$ cat src/rtl/dwm_pkg.sv
package dwm_pkg;

  // default widths of the shared timer and the retry limit compare
  localparam int unsigned TimerWidthDef = 16;
  localparam int unsigned RetryWidthDef = 8;

  // fixed register field widths
  localparam int unsigned PeriodW  = 16;
  localparam int unsigned LimitW   = 8;
  localparam int unsigned CfgIdxW  = 3;
  localparam int unsigned CfgDataW = 16;

  typedef enum logic [1:0] {
    PhPowerOn  = 2'd0,
    PhInitWait = 2'd1,
    PhRun      = 2'd2
  } phase_e;

  typedef enum logic [1:0] {
    ActTick  = 2'd0,
    ActAck   = 2'd1,
    ActKick  = 2'd2,
    ActReset = 2'd3
  } action_e;

  typedef enum logic [CfgIdxW-1:0] {
    CfgInitPeriod  = 3'd0,
    CfgWdPeriod    = 3'd1,
    CfgInitWaitEn  = 3'd2,
    CfgInitRetryEn = 3'd3,
    CfgWdEn        = 3'd4,
    CfgRetryLimit  = 3'd5
  } cfg_idx_e;

  // configuration seen by the step logic
  typedef struct packed {
    logic [PeriodW-1:0] init_period;
    logic [PeriodW-1:0] wd_period;
    logic               init_wait_en;
    logic               init_retry_en;
    logic               wd_en;
    logic [LimitW-1:0]  retry_limit;
  } cfg_t;

  // single-bit supervisor state
  typedef struct packed {
    logic start;
    logic active;
    logic expired;
    logic expiry_evt;
    logic ack_cleared;
    logic ack_success;
  } flags_t;

  typedef struct packed {
    phase_e phase;
    logic   done_evt;
    logic   limit_evt;
    logic   wd_evt;
    logic   done_pending;
    logic   limit_reached;
    logic   wd_expired;
  } result_t;

endpackage

$ cat src/rtl/device_init_watchdog_monitor_core.sv
// result: each accepted input's result is written straight into the output register
// throughput: one item per cycle while the consumer takes results, the whole step is
//   one combinational pass between the input handshake and the result register
// reset: asynchronous, active low; phase power-on, timer and flags cleared,
//   registers back to their reset values, output register empty
module device_init_watchdog_monitor_core #(
  parameter int unsigned TIMER_WIDTH = dwm_pkg::TimerWidthDef,
  parameter int unsigned RETRY_WIDTH = dwm_pkg::RetryWidthDef
) (
  input  logic                          clk_i,
  input  logic                          rst_ni,
  // configuration write port
  input  logic                          cfg_we_i,
  input  logic [dwm_pkg::CfgIdxW-1:0]   cfg_idx_i,
  input  logic [dwm_pkg::CfgDataW-1:0]  cfg_data_i,
  // input channel
  input  logic                          in_valid_i,
  output logic                          in_ready_o,
  input  logic [1:0]                    action_i,
  input  logic                          init_success_i,
  // result channel
  output logic                          out_valid_o,
  input  logic                          out_ready_i,
  output logic [1:0]                    phase_o,
  output logic                          init_timer_done_event_o,
  output logic                          retry_limit_event_o,
  output logic                          watchdog_timeout_event_o,
  output logic                          init_done_pending_o,
  output logic                          retry_limit_reached_o,
  output logic                          watchdog_expired_o
);
  import dwm_pkg::*;

  // configuration registers
  cfg_t                   cfg_q;

  // supervisor state
  phase_e                 phase_q, phase_d;
  logic [TIMER_WIDTH-1:0] count_q, count_d;
  logic [TIMER_WIDTH-1:0] period_q, period_d;
  logic [RETRY_WIDTH:0]   retry_q, retry_d;
  flags_t                 flags_q, flags_d;

  // result register
  logic                   out_valid_q;
  result_t                res_q, res_d;

  logic                   in_xfer;

  // take a new item whenever the result register is empty or drains now
  assign in_ready_o = !out_valid_q || out_ready_i;
  assign in_xfer    = in_valid_i && in_ready_o;

  // register writes land at once; write them only while idle, the block does not enforce it
  always_ff @(posedge clk_i or negedge rst_ni) begin
    if (!rst_ni) begin
      cfg_q.init_period   <= {{(PeriodW-1){1'b0}}, 1'b1};
      cfg_q.wd_period     <= {{(PeriodW-1){1'b0}}, 1'b1};
      cfg_q.init_wait_en  <= 1'b0;
      cfg_q.init_retry_en <= 1'b0;
      cfg_q.wd_en         <= 1'b0;
      cfg_q.retry_limit   <= '0;
    end else if (cfg_we_i) begin
      case (cfg_idx_e'(cfg_idx_i))
        CfgInitPeriod:  cfg_q.init_period   <= cfg_data_i[PeriodW-1:0];
        CfgWdPeriod:    cfg_q.wd_period     <= cfg_data_i[PeriodW-1:0];
        CfgInitWaitEn:  cfg_q.init_wait_en  <= cfg_data_i[0];
        CfgInitRetryEn: cfg_q.init_retry_en <= cfg_data_i[0];
        CfgWdEn:        cfg_q.wd_en         <= cfg_data_i[0];
        CfgRetryLimit:  cfg_q.retry_limit   <= cfg_data_i[LimitW-1:0];
        default: begin
        end
      endcase
    end
  end

  // phase logic and shared timer for one item
  dwm_step #(
    .TIMER_WIDTH (TIMER_WIDTH),
    .RETRY_WIDTH (RETRY_WIDTH)
  ) u_step (
    .action_i  (action_e'(action_i)),
    .success_i (init_success_i),
    .cfg_i     (cfg_q),
    .phase_i   (phase_q),
    .count_i   (count_q),
    .period_i  (period_q),
    .retry_i   (retry_q),
    .flags_i   (flags_q),
    .phase_o   (phase_d),
    .count_o   (count_d),
    .period_o  (period_d),
    .retry_o   (retry_d),
    .flags_o   (flags_d),
    .result_o  (res_d)
  );

  // state advances only on an accepted transfer
  always_ff @(posedge clk_i or negedge rst_ni) begin
    if (!rst_ni) begin
      phase_q  <= PhPowerOn;
      count_q  <= '0;
      period_q <= '0;
      retry_q  <= '0;
      flags_q  <= '0;
    end else if (in_xfer) begin
      phase_q  <= phase_d;
      count_q  <= count_d;
      period_q <= period_d;
      retry_q  <= retry_d;
      flags_q  <= flags_d;
    end
  end

  // output valid
  always_ff @(posedge clk_i or negedge rst_ni) begin
    if (!rst_ni) begin
      out_valid_q <= 1'b0;
    end else if (in_xfer) begin
      out_valid_q <= 1'b1;
    end else if (out_ready_i) begin
      out_valid_q <= 1'b0;
    end
  end

  // result payload, held while the consumer stalls
  always_ff @(posedge clk_i) begin
    if (in_xfer) begin
      res_q <= res_d;
    end
  end

  assign out_valid_o              = out_valid_q;
  assign phase_o                  = res_q.phase;
  assign init_timer_done_event_o  = res_q.done_evt;
  assign retry_limit_event_o      = res_q.limit_evt;
  assign watchdog_timeout_event_o = res_q.wd_evt;
  assign init_done_pending_o      = res_q.done_pending;
  assign retry_limit_reached_o    = res_q.limit_reached;
  assign watchdog_expired_o       = res_q.wd_expired;

endmodule

$ cat src/rtl/dwm_step.sv
module dwm_step #(
  parameter int unsigned TIMER_WIDTH = dwm_pkg::TimerWidthDef,
  parameter int unsigned RETRY_WIDTH = dwm_pkg::RetryWidthDef
) (
  input  dwm_pkg::action_e         action_i,
  input  logic                     success_i,
  input  dwm_pkg::cfg_t            cfg_i,
  input  dwm_pkg::phase_e          phase_i,
  input  logic [TIMER_WIDTH-1:0]   count_i,
  input  logic [TIMER_WIDTH-1:0]   period_i,
  input  logic [RETRY_WIDTH:0]     retry_i,
  input  dwm_pkg::flags_t          flags_i,
  output dwm_pkg::phase_e          phase_o,
  output logic [TIMER_WIDTH-1:0]   count_o,
  output logic [TIMER_WIDTH-1:0]   period_o,
  output logic [RETRY_WIDTH:0]     retry_o,
  output dwm_pkg::flags_t          flags_o,
  output dwm_pkg::result_t         result_o
);
  import dwm_pkg::*;

  logic [PeriodW+TIMER_WIDTH-1:0] init_per_ext, wd_per_ext;
  logic [LimitW+RETRY_WIDTH-1:0]  lim_ext;
  logic [TIMER_WIDTH-1:0]         init_per, wd_per;
  logic [RETRY_WIDTH-1:0]         lim;
  logic [RETRY_WIDTH:0]           lim_wide;
  logic                           limited;

  // fit register fields to the parameter widths, zero period used as one
  assign init_per_ext = {{TIMER_WIDTH{1'b0}}, cfg_i.init_period};
  assign wd_per_ext   = {{TIMER_WIDTH{1'b0}}, cfg_i.wd_period};
  assign lim_ext      = {{RETRY_WIDTH{1'b0}}, cfg_i.retry_limit};
  assign lim          = lim_ext[RETRY_WIDTH-1:0];
  assign lim_wide     = {1'b0, lim};
  assign limited      = cfg_i.init_retry_en && (lim != '0);

  always_comb begin
    init_per = init_per_ext[TIMER_WIDTH-1:0];
    if (init_per == '0) begin
      init_per = {{(TIMER_WIDTH-1){1'b0}}, 1'b1};
    end
    wd_per = wd_per_ext[TIMER_WIDTH-1:0];
    if (wd_per == '0) begin
      wd_per = {{(TIMER_WIDTH-1){1'b0}}, 1'b1};
    end
  end

  always_comb begin
    phase_o            = phase_i;
    count_o            = count_i;
    period_o           = period_i;
    retry_o            = retry_i;
    flags_o            = flags_i;
    result_o.done_evt  = 1'b0;
    result_o.limit_evt = 1'b0;
    result_o.wd_evt    = 1'b0;

    case (action_i)
      ActAck: begin
        flags_o.expiry_evt  = 1'b0;
        flags_o.ack_cleared = 1'b1;
        flags_o.ack_success = success_i;
      end
      ActKick: begin
        if (phase_i == PhRun) begin
          flags_o.active  = 1'b0;
          flags_o.expired = 1'b0;
          flags_o.start   = 1'b1;
        end
      end
      ActReset: begin
        flags_o = '0;
        retry_o = '0;
        phase_o = PhPowerOn;
      end
      default: begin
        case (phase_i)
          PhPowerOn: begin
            if (cfg_i.init_wait_en) begin
              period_o        = init_per;
              flags_o.expired = 1'b0;
              flags_o.start   = 1'b1;
              phase_o         = PhInitWait;
            end else begin
              phase_o = PhRun;
              if (cfg_i.wd_en) begin
                period_o        = wd_per;
                flags_o.start   = 1'b1;
                flags_o.expired = 1'b0;
              end
            end
          end
          PhInitWait: begin
            if (flags_i.expired) begin
              flags_o.expired     = 1'b0;
              flags_o.expiry_evt  = 1'b1;
              flags_o.ack_cleared = 1'b0;
              if (limited) begin
                if (!(&retry_i)) begin
                  retry_o = retry_i + {{RETRY_WIDTH{1'b0}}, 1'b1};
                end
                if (retry_o <= lim_wide) begin
                  result_o.done_evt = 1'b1;
                end else begin
                  result_o.limit_evt = 1'b1;
                end
              end else begin
                result_o.done_evt = 1'b1;
              end
            end
            // an expiry in the same tick drops a pending acknowledge
            if (flags_o.ack_cleared) begin
              flags_o.ack_cleared = 1'b0;
              if (flags_i.ack_success) begin
                phase_o = PhRun;
                if (cfg_i.wd_en) begin
                  period_o      = wd_per;
                  flags_o.start = 1'b1;
                end
              end else begin
                flags_o.start = 1'b1;
              end
            end
          end
          PhRun: begin
            if (flags_i.expired) begin
              flags_o.expired = 1'b0;
              if (cfg_i.wd_en) begin
                result_o.wd_evt = 1'b1;
                flags_o.start   = 1'b1;
              end
            end
          end
          default: begin
          end
        endcase

        // shared down-counter: load on pending start, then count the tick
        if (flags_o.start && (period_o != '0)) begin
          flags_o.start  = 1'b0;
          count_o        = period_o;
          flags_o.active = 1'b1;
        end
        if (flags_o.active) begin
          count_o = count_o - {{(TIMER_WIDTH-1){1'b0}}, 1'b1};
          if (count_o == '0) begin
            flags_o.active  = 1'b0;
            flags_o.expired = 1'b1;
          end
        end
      end
    endcase

    result_o.phase         = phase_o;
    result_o.done_pending  = (phase_o == PhInitWait) && flags_o.expiry_evt;
    result_o.limit_reached = limited && (retry_o >= lim_wide);
    result_o.wd_expired    = flags_o.expired && (phase_o == PhRun);
  end

endmodule
$ cat config.mk
export PLATFORM = sky130hd
export DESIGN_NAME = device_init_watchdog_monitor_core
export DESIGN_NICKNAME = d
export VERILOG_FILES = /design/src/rtl/dwm_pkg.sv /design/src/rtl/device_init_watchdog_monitor_core.sv /design/src/rtl/dwm_step.sv
export SDC_FILE = /design/constraint.sdc
export NUM_CORES = 1
export LEC_CHECK = 0
export BUFFER_PORTS_ARGS = -buffer_cell sky130_fd_sc_hd__clkbuf_2
export CORE_ASPECT_RATIO = 1.75
export CORE_MARGIN = 3
export CORE_UTILIZATION = 54
export CTS_CLUSTER_SIZE = 14
export DETAILED_ROUTE_END_ITERATION = 6
export GPL_ROUTABILITY_DRIVEN = 0
export PLACE_DENSITY = 0.72
export SLEW_MARGIN = 40
export SYNTH_ARGS = -nofsm -noshare
export SYNTH_HDL_FRONTEND = slang
export SYNTH_SLANG_ARGS = --single-unit
$ cat constraint.sdc
create_clock -name clk_i -period 11.85 [get_ports clk_i]
set_input_delay 3.555 -clock clk_i [delete_from_list [all_inputs] [get_ports clk_i]]
set_output_delay 3.555 -clock clk_i [all_outputs]
set_load 0.1 [all_outputs]
# Word-level counts from Yosys, hierarchy flattened
# Index checks and enable logic that the tools add are counted.
[classes]
magnitude_cmp = 2
n_mux = 53
n_addsub = 2
n_reduce_logical = 34
bitwise_logic = 7
n_eq_ne = 13
[ops]
columns = ["operator", "count"]
rows = [
  ["2-to-1 mux 16 bit", 10],
  ["2-to-1 mux 9 bit", 8],
  ["logical NOT 16 bit", 3],
  ["case mux 16 bit (2 select lines)", 1],
  ["2-to-1 mux 2 bit", 9],
  ["case mux 9 bit (2 select lines)", 1],
  ["AND reduction 2 bit", 8],
  ["nonzero test 16 bit", 1],
  ["subtractor 16 x 1 -> 16 bit, second input constant", 1],
  ["2-to-1 mux 1 bit", 14],
  ["OR reduction 5 bit", 2],
  ["adder 9 x 1 -> 9 bit, second input constant", 1],
  [">= comparator 9 x 8 -> 1 bit", 1],
  ["<= comparator 9 x 8 -> 1 bit", 1],
  ["2-to-1 mux 3 bit", 3],
  ["case mux 3 bit (3 select lines)", 1],
  ["AND reduction 9 bit", 1],
  ["equality test 2 bit, second input constant", 4],
  ["case mux 2 bit (2 select lines)", 2],
  ["nonzero test 8 bit", 1],
  ["inverter 1 bit", 7],
  ["equality test 2 x 1 -> 1 bit, second input constant", 3],
  ["equality test 3 x 2 -> 1 bit, second input constant", 2],
  ["equality test 3 bit, second input constant", 2],
  ["other kinds (16)", 24],
]
[totals]
input_bits = 27
register_bits = 101
word_cells = 135
output_inout_bits = 10

# Depth between registers and ports, before layout
# Gate-level depths: netlist (run 1).
[depth]
ltp_word = 17
depth_mapped = 24
mapped_depth_nobuf = 19

# By module
# From an unflattened synthesis (run 1), not the netlist that was laid out.
[unflattened]
cells_unflattened = 699
hier_area_um2 = 6877.8
[by_module_without_submodules]
columns = ["mod", "instances", "cells_each", "seq_area_each_um2", "area_each_um2"]
rows = [
  ["device_init_watchdog_monitor_core", 1, 212, 2570.0, 3748.6],
  ["dwm_step", 1, 487, 0.0, 3129.3],
]

# Worst setup path before layout (run 1)
# OpenSTA, ideal clock, no wires.
[synth_path]
path_kind = "input to output"
startpoint = "input port out_ready_i"
endpoint = "output port in_ready_o"
setup_slack_ps = 3955
cell_stages = 1
arrival_time_ps = 4340
required_ps = 8295
path_buffers = 0
path_cell_list = "nand2b_1"
[synth_via]
elab_chain_cells = 1
[synth_lines]
columns = ["element", "line", "text"]
rows = [
  ["start, declared", "device_init_watchdog_monitor_core.sv:23", "input logic out_ready_i,"],
  ["logical OR 1 bit", "device_init_watchdog_monitor_core.sv:51", "assign in_ready_o = !out_valid_q || out_ready_i;"],
  ["end, declared", "device_init_watchdog_monitor_core.sv:18", "output logic in_ready_o,"],
]
# No other way between the ends.

# Worst setup path after layout (run 1)
# Same ends and word-level chain as after synthesis.

==> results by group, run 1 <==
Run status
  – Outcome: finished clean

Drt
  – Post-DR wirelength/cell: roughly 21 um
  – Vias/cell: about 6.6
  – DRC: 0
  – Initial DRC count: approximately 540
  – Final ANT Viol Nets: 0
  – Number of iterations in the first detailed-routing pass: 6
  – WL final: 17.82 mm
  – Vias: 5720

Clock network
  – Depth of the CTS H-tree: 3
  – Clk root buf: clkbuf_16
  – Total CTS buffers: 9
  – Clock-pin slew on the worst setup and hold paths: 0.07 ns
  – CTS Buffer Depth: 2
  – Worst-skew pair later-pin latency: 0.36 ns
  – Sink Count: 101
  – Hold Buf Count CTS: 0
  – Post-CTS Setup Repair Bufs: 0
  – CTS tree: yes
  – Cts repair resizes: 0

Layout
  – Nets: 773
  – Ant. Diodes: 0
  – Share of post-route cells with drive strength above 1: between 10% and 20%
  – Final Non-Filler Cells: 863
  – Fin area: slightly above 7000 um^2
  – Final core occ: 60.59%
  – Area Growth Syn to Fin: 9.557%
  – Filler Cell Count: 1017

Synth
  – Synth top area share: a little over a third
  – Synthesized area: roughly 6400 um^2
  – Cell taking the most area after synthesis: dfrtp_1
  – EDFF count, synth: 8
  – Syn_area_per_cell: 9.189 um^2
  – Yosys cell types: a little under 80
  – Async SR Flop Fraction: 92.08%
  – Seq cells post-synth: 101
  – Top_reg_cell synth: dfrtp_1
  – Synth Warn #: 0
  – Post-Syn Instances: 701
  – Syn nets: about 750
  – Largest cells by area after synthesis: dfrtp_1 35%, mux2_2 7.7%, nand2_1 5.7%, o21ai_0 4.8%, ha_1 4.5%
  – Sequential-to-total area share from yosys stat: 39.90%

Setup path
  – Critical path's most frequent cell: clkbuf_2
  – Reg2Reg Launch Point: phase_q[1]
  – Worst setup SP type: input port
  – CP max-delay cell: clkbuf_2
  – Crit-path max FO: 3
  – R2R Setup Slk: around 6.2 ns
  – Worst r2r dst: watchdog_expired_o
  – CP Data Arrival Time: roughly 4.2 ns
  – Worst reg-to-reg path cell count: 17
  – Crit path kind: input port to output pin
  – Worst path cell trace: clkbuf_2 > nand2b_1 > clkbuf_2
  – CP top delay family: buffers and inverters
  – Buf+Inv Stages, Crit Path: 2
  – Req. time, crit path: 8.30 ns
  – Critical path endpoint category: output pin
  – Crit path largest cell delay: 0.47 ns

Min path
  – Hold Crit Class: register to register
  – Hold path start: period_q[0]
  – WHS Path Cells: 2
  – Hold Path End: period_q[0]

Pwr
  – Max IR drop VDD: 0.1194 mV
  – Tot Pwr: 0.001553 W
  – Power per cell area: about 220 nW/um^2
  – Static Leakage: roughly 3.0 nW

GRT
  – Global-route wire length before repair: 28.68 mm
  – GR Util All Layers: 28.31%
  – Initial antenna violation count: 0
  – Vias in the first global route: 5608
  – Largest net degree at the start of global routing: 67
  – Grt ovf: 0

Die
  – Initial Utilization: a little under three fifths
  – Die area: 13330 um^2
  – Die height: 150.5 um
  – Placeable Area: between 10000 and 15000 um^2
  – Chip width: between 80 and 90 um
  – # IOs: 37
  – Num rows: 52

STA
  – Max Fclk: 128.5 MHz
  – Period utilization: 65.68%
  – Slew headroom: 46.93%
  – Unrepaired setup endpoints after global routing: false
  – Slew Viols, Final: 0
  – Final-report hold violation count: 0
  – Setup Viol. Count Final: 0
  – Setup_tns: 0 ns
  – Worst slew pin tran: 0.7961 ns
  – Layout Skew: 0.01022 ns
  – Tmin final: ~7.8 ns

Placement
  – DP Cell Count: 847
  – Placed Area: 6748 um^2
  – I/O Buffers: 36
  – Dpl hpwl: 13.25 mm

Job
  – Max-Cap Viols: 0
==> layout by cell type, fill, tap and decap left out, types with 11 or more instances in the layout <==
cell type,Yosys,final
nand3_1,16,16
a31oi_1,15,15
inv_1,17,17
a21oi_1,32,32
nor2_1,49,49
clkbuf_2,0,35
ha_1,23,23
mux2_2,44,44
o21ai_0,62,62
dfrtp_1,91,91
nand2b_1,11,11
xnor2_1,20,20
nand2_1,98,98
nor3_1,13,13
==> cells by family after synthesis <==
family / share of synthesized area [%]
and+or+nand+nor: 20.92
AOI/OAI and AO/OA: 19.87
DFF: 39.90
buffers and inverters: 3.380
muxes: 8.469
adders and majority gates: 4.468
xor gates and xnor gates: 2.992
==> final cells by class <==
type                       count  area (um^2)  area share, %
multi-input combinational    547         3685          52.22
sequential                   101         2570          36.42
timing repair buffer          46        261.5          3.706
clock buffer                   9        225.2          3.191
tap                          135        168.9          2.394
clock inverter                 7        78.83          1.117
inverter                      18        67.56         0.9574
==> how the worst max path moves through the flow <==
stage	startpoint	endpoint	slack [ns]	cells after the start
after detailed placement	out_ready_i	in_ready_o	4.07	3
final	out_ready_i	in_ready_o	4.07	3
after floorplan	out_ready_i	in_ready_o	3.95	1
after CTS	out_ready_i	in_ready_o	4.07	3
after global routing	out_ready_i	in_ready_o	4.03	3
after global placement	out_ready_i	in_ready_o	4.08	3
==> layer usage <==
layer	global-route usage (%)	part of all wire, %
met3	4.984	4.7
met5	0	0
met2	47.83	52
met4	20.42	7.8
met1	31.08	36
==> synthesized netlist by cell type, types with 3 or more instances <==
| cell | number |
|---|---|
| nand2_1 | 98 |
| dfrtp_1 | 91 |
| o21ai_0 | 62 |
| nor2_1 | 49 |
| mux2_2 | 44 |
| a21oi_1 | 32 |
| clkbuf_1 | 29 |
| ha_1 | 23 |
| xnor2_1 | 20 |
| inv_1 | 17 |
| nand3_1 | 16 |
| a31oi_1 | 15 |
| nor3_1 | 13 |
| nand2b_1 | 11 |
| a222oi_1 | 9 |
| or3_1 | 9 |
| edfxtp_1 | 8 |
| nand4_1 | 8 |
| a211oi_1 | 7 |
| a21o_1 | 7 |
| nor2b_1 | 7 |
| nor4_1 | 7 |
| a22o_1 | 6 |
| and3_1 | 5 |
| mux2i_1 | 5 |
| nand4b_1 | 5 |
| or2_2 | 5 |
| or4_1 | 5 |
| a221o_1 | 4 |
| a22oi_1 | 4 |
| a32o_1 | 4 |
| and2_1 | 4 |
| nand3b_1 | 4 |
| o21a_1 | 4 |
| o22ai_1 | 4 |
| a221oi_1 | 3 |
| buf_2 | 3 |
| nor3b_1 | 3 |
==> flip-flops by register name (all words and copies together), names as in the netlist <==
name,flops
cfg_q,43
count_q,16
period_q,16
retry_q,9
flags_q,6
phase_o,2
phase_q,2
init_done_pending_o,1
init_timer_done_event_o,1
out_valid_o,1
retry_limit_event_o,1
retry_limit_reached_o,1
watchdog_expired_o,1
watchdog_timeout_event_o,1
==> report_power, final <==
group | internal (W) | total, W | switching [W] | leakage, nW
clock network | 0.000150 | 0.000300 | 0.000150 | 0.148
logic | 0.000275 | 0.000708 | 0.000433 | 1.59
registers | 0.000438 | 0.000546 | 0.000108 | 1.24
total | 0.000862 | 0.00155 | 0.000691 | 2.98
==> tightest hold or removal path: stages (launching register included) <==
cell     delay [ns]
dfrtp_1        0.36
nand2_1        0.05
o21ai_0        0.06
==> through the flow <==
step                setup WS (ns)  hold WS [ns]
floorplan                   3.955        0.4498
global placement            4.075        0.4645
detailed placement          4.069        0.4760
CTS                         4.068        0.4928
global route                4.030        0.5313
finish                      4.067        0.4983
Note: power is estimated with default switching activity, not from simulation.
==> run 2: changes to the inputs <==
--- a/config.mk
+++ b/config.mk
@@ -12,7 +12,7 @@
 export CTS_CLUSTER_SIZE = 14
 export DETAILED_ROUTE_END_ITERATION = 6
 export GPL_ROUTABILITY_DRIVEN = 0
-export PLACE_DENSITY = 0.72
+export PLACE_DENSITY = 0.75
 export SLEW_MARGIN = 40
 export SYNTH_ARGS = -nofsm -noshare
 export SYNTH_HDL_FRONTEND = slang
==> constraint.sdc (replaced) <==
create_clock -name clk_i -period 6.6 [get_ports clk_i]
set_input_delay 1.98 -clock clk_i [delete_from_list [all_inputs] [get_ports clk_i]]
set_output_delay 1.98 -clock clk_i [all_outputs]
set_load 0.1 [all_outputs]
==> run 2 against run 1 <==
Effect of this change:
- the flow now finishes with violations (DRC)
- power grew 84%
- global-route usage increased by 0.16 points
- hold slack lost 0.011 ns
- critical path depth up 14
- die area stayed put
- wire length rose by 1.9%
- combinational power rose by 84%
- utilization grew 0.29 points
- via count grew 1.6%
- non-clock buffer count up 2
- clock power grew 91%
- critical path type is now register to register
- largest cell class unchanged
- largest power group unchanged
==> results by group, run 2 (same netlist as run 1, synthesis figures left out) <==
Clock network
  – Post-CTS Setup Repair Bufs: 0
  – Cts repair resizes: 0
  – Hold Buf Count CTS: 0
  – Clock-pin slew on the worst setup and hold paths: 0.07 ns
  – Total CTS buffers: 9
  – Sink Count: 101
  – Depth of the CTS H-tree: 3
  – CTS Buffer Depth: 2
  – CTS tree: yes
  – Clk root buf: clkbuf_16
  – Worst-skew pair later-pin latency: 0.36 ns

Run status
  – Violated checks: DRC
  – Outcome: finished with violations

STA
  – Layout Skew: 0.01426 ns
  – Period utilization: a little over four fifths
  – PnR worst setup slack: 1.034 ns
  – Hold slack: 0.4875 ns
  – Slew Viols, Final: 0
  – Setup Viol. Count Final: 0
  – Worst slew pin tran: 0.8386 ns
  – Tmin final: 5.566 ns
  – Max Fclk: 179.7 MHz
  – Unrepaired setup endpoints after global routing: false
  – Setup_tns: 0 ns
  – Final-report hold violation count: 0
  – Slew headroom: 44.09%

GRT
  – Vias in the first global route: 5787
  – Initial antenna violation count: 0
  – GR Util All Layers: between 20% and 30%
  – Grt ovf: 0
  – Global-route wire length before repair: 28.95 mm
  – Largest net degree at the start of global routing: 73

Setup path
  – CP top delay family: simple AND/OR/NAND/NOR gates
  – Worst setup SP type: register
  – Critical path endpoint category: register
  – Crit path launch: phase_q[1]
  – Crit path largest cell delay: 0.53 ns
  – Critical path depth: 17
  – Worst path cell trace: nand2b_1 > o32a_4 > a22o_1 > nor3_1 > and3_1 > a21o_2 > o21ai_0 > inv_1 > ha_1 > nand4_1 > xnor2_1 > or4_1 > a21oi_1 > nand4b_1 > nor4_2 > nand2_1 > a32o_1
  – Reg2Reg Launch Point: phase_q[1]
  – Crit path kind: register to register
  – Req. time, crit path: 6.84 ns
  – Buf+Inv Stages, Crit Path: 1
  – Crit-path max FO: 30
  – CP Data Arrival Time: 5.81 ns
  – Worst reg-to-reg path cell count: 17
  – CP max-delay cell: or4_1

Min path
  – Hold path start: period_q[0]
  – Hold Crit Class: register to register
  – WHS Path Cells: 2

Placement
  – Dpl hpwl: 13.57 mm
  – I/O Buffers: 36
  – Placed Area: 6769 um^2
  – Pre-CTS WS: 0.9411 ns

Pwr
  – Power per cell area: 402.4 nW/um^2
  – Max IR drop VDD: ~0.25 mV
  – Static Leakage: 2.996 nW

Drt
  – WL final: 18.16 mm
  – Post-DR wirelength/cell: 20.99 um
  – Vias: 5814
  – Number of iterations in the first detailed-routing pass: 7
  – Initial DRC count: 549
  – Vias/cell: 6.721
  – DRC: 1
  – Final ANT Viol Nets: 0

Die
  – Num rows: 52
  – Chip width: 88.56 um
  – Placeable Area: 11650 um^2
  – Initial Utilization: about 55%
  – Die area: about 13000 um^2
  – # IOs: 37
  – Die height: about 150 um

Layout
  – Nets: 775
  – Largest register by flop count: cfg_q
  – Ant. Diodes: 0
  – Filler Cell Count: 950
  – Fin area: between 7000 and 8000 um^2
  – Most frequent cells in the layout: 98 x nand2_1, 91 x dfrtp_1, 62 x o21ai_0, 49 x nor2_1, 44 x mux2_2
  – Largest regs: cfg_q (43), count_q (16), period_q (16)
  – Area Growth Syn to Fin: 10.08%
  – Share of post-route cells with drive strength above 1: 18.77%
  – Most common cell after layout, fill and taps aside: nand2_1
  – Max reg flops: 43
  – Final core occ: 60.88%
  – FF/Latch Area: 2570 um^2
  – Area of the multi-input gates: 3685 um^2

Job
  – Max-Cap Viols: 0
## run 2: layout make-up
cell class / instances / share of cell area, %
Timing Repair Buffer: 48 / 3.935
Clock inverter: 5 / 0.9352
Clock buffer: 11 / 3.582
Tap cell: 135 / 2.382
Multi-Input combinational cell: 547 / 51.97
Sequential cell: 101 / 36.24
Inverter: 18 / 0.9529
## run 2: final timing paths
| kind | to | slack [ns] |
|---|---|---|
| worst max-delay path | flags_q[4] | 1.03 |
| worst min-delay path | period_q[0] | 0.49 |
| worst max register to register | flags_q[4] | 1.03 |
| worst min register to register | period_q[0] | 0.49 |
| max in group asynchronous | count_q[12] | 4.18 |
| min in group asynchronous | retry_q[3] | 1.50 |
## run 2: through the flow
| stage | total power [W] | std cells |
|---|---|---|
| 2_1_floorplan | 0.001880 | 701 |
| 3_3_place_gp | 0.002181 | 845 |
| 3_5_place_dp | 0.002240 | 849 |
| 4_1_cts | 0.002817 | 865 |
| 5_1_grt | 0.003006 | 865 |
| 6_report | 0.002853 | 865 |
## run 2: metal layers
layer / wire [um] / GRT usage, % / share of wire (%)
met1: 6348 / 29.87 / 35
met2: 9492 / 50.07 / 52
met3: 854 / 3.943 / 4.7
met4: 1461 / 20.95 / 8.0
met5: 0 / 0 / 0
## run 2: where the power goes
group	switching [W]	leakage [nW]	internal [W]
Sequential	0.000196	1.24	0.000786
Clock	0.000251	0.159	0.000323
Combinational	0.000794	1.60	0.000502
## run 2: worst min-delay path, delay by kind of cell (launching register included)
family,cells,cell delay [ns]
and+or+nand+nor,1,0.05
DFF,1,0.34
AOI/OAI and AO/OA,1,0.06
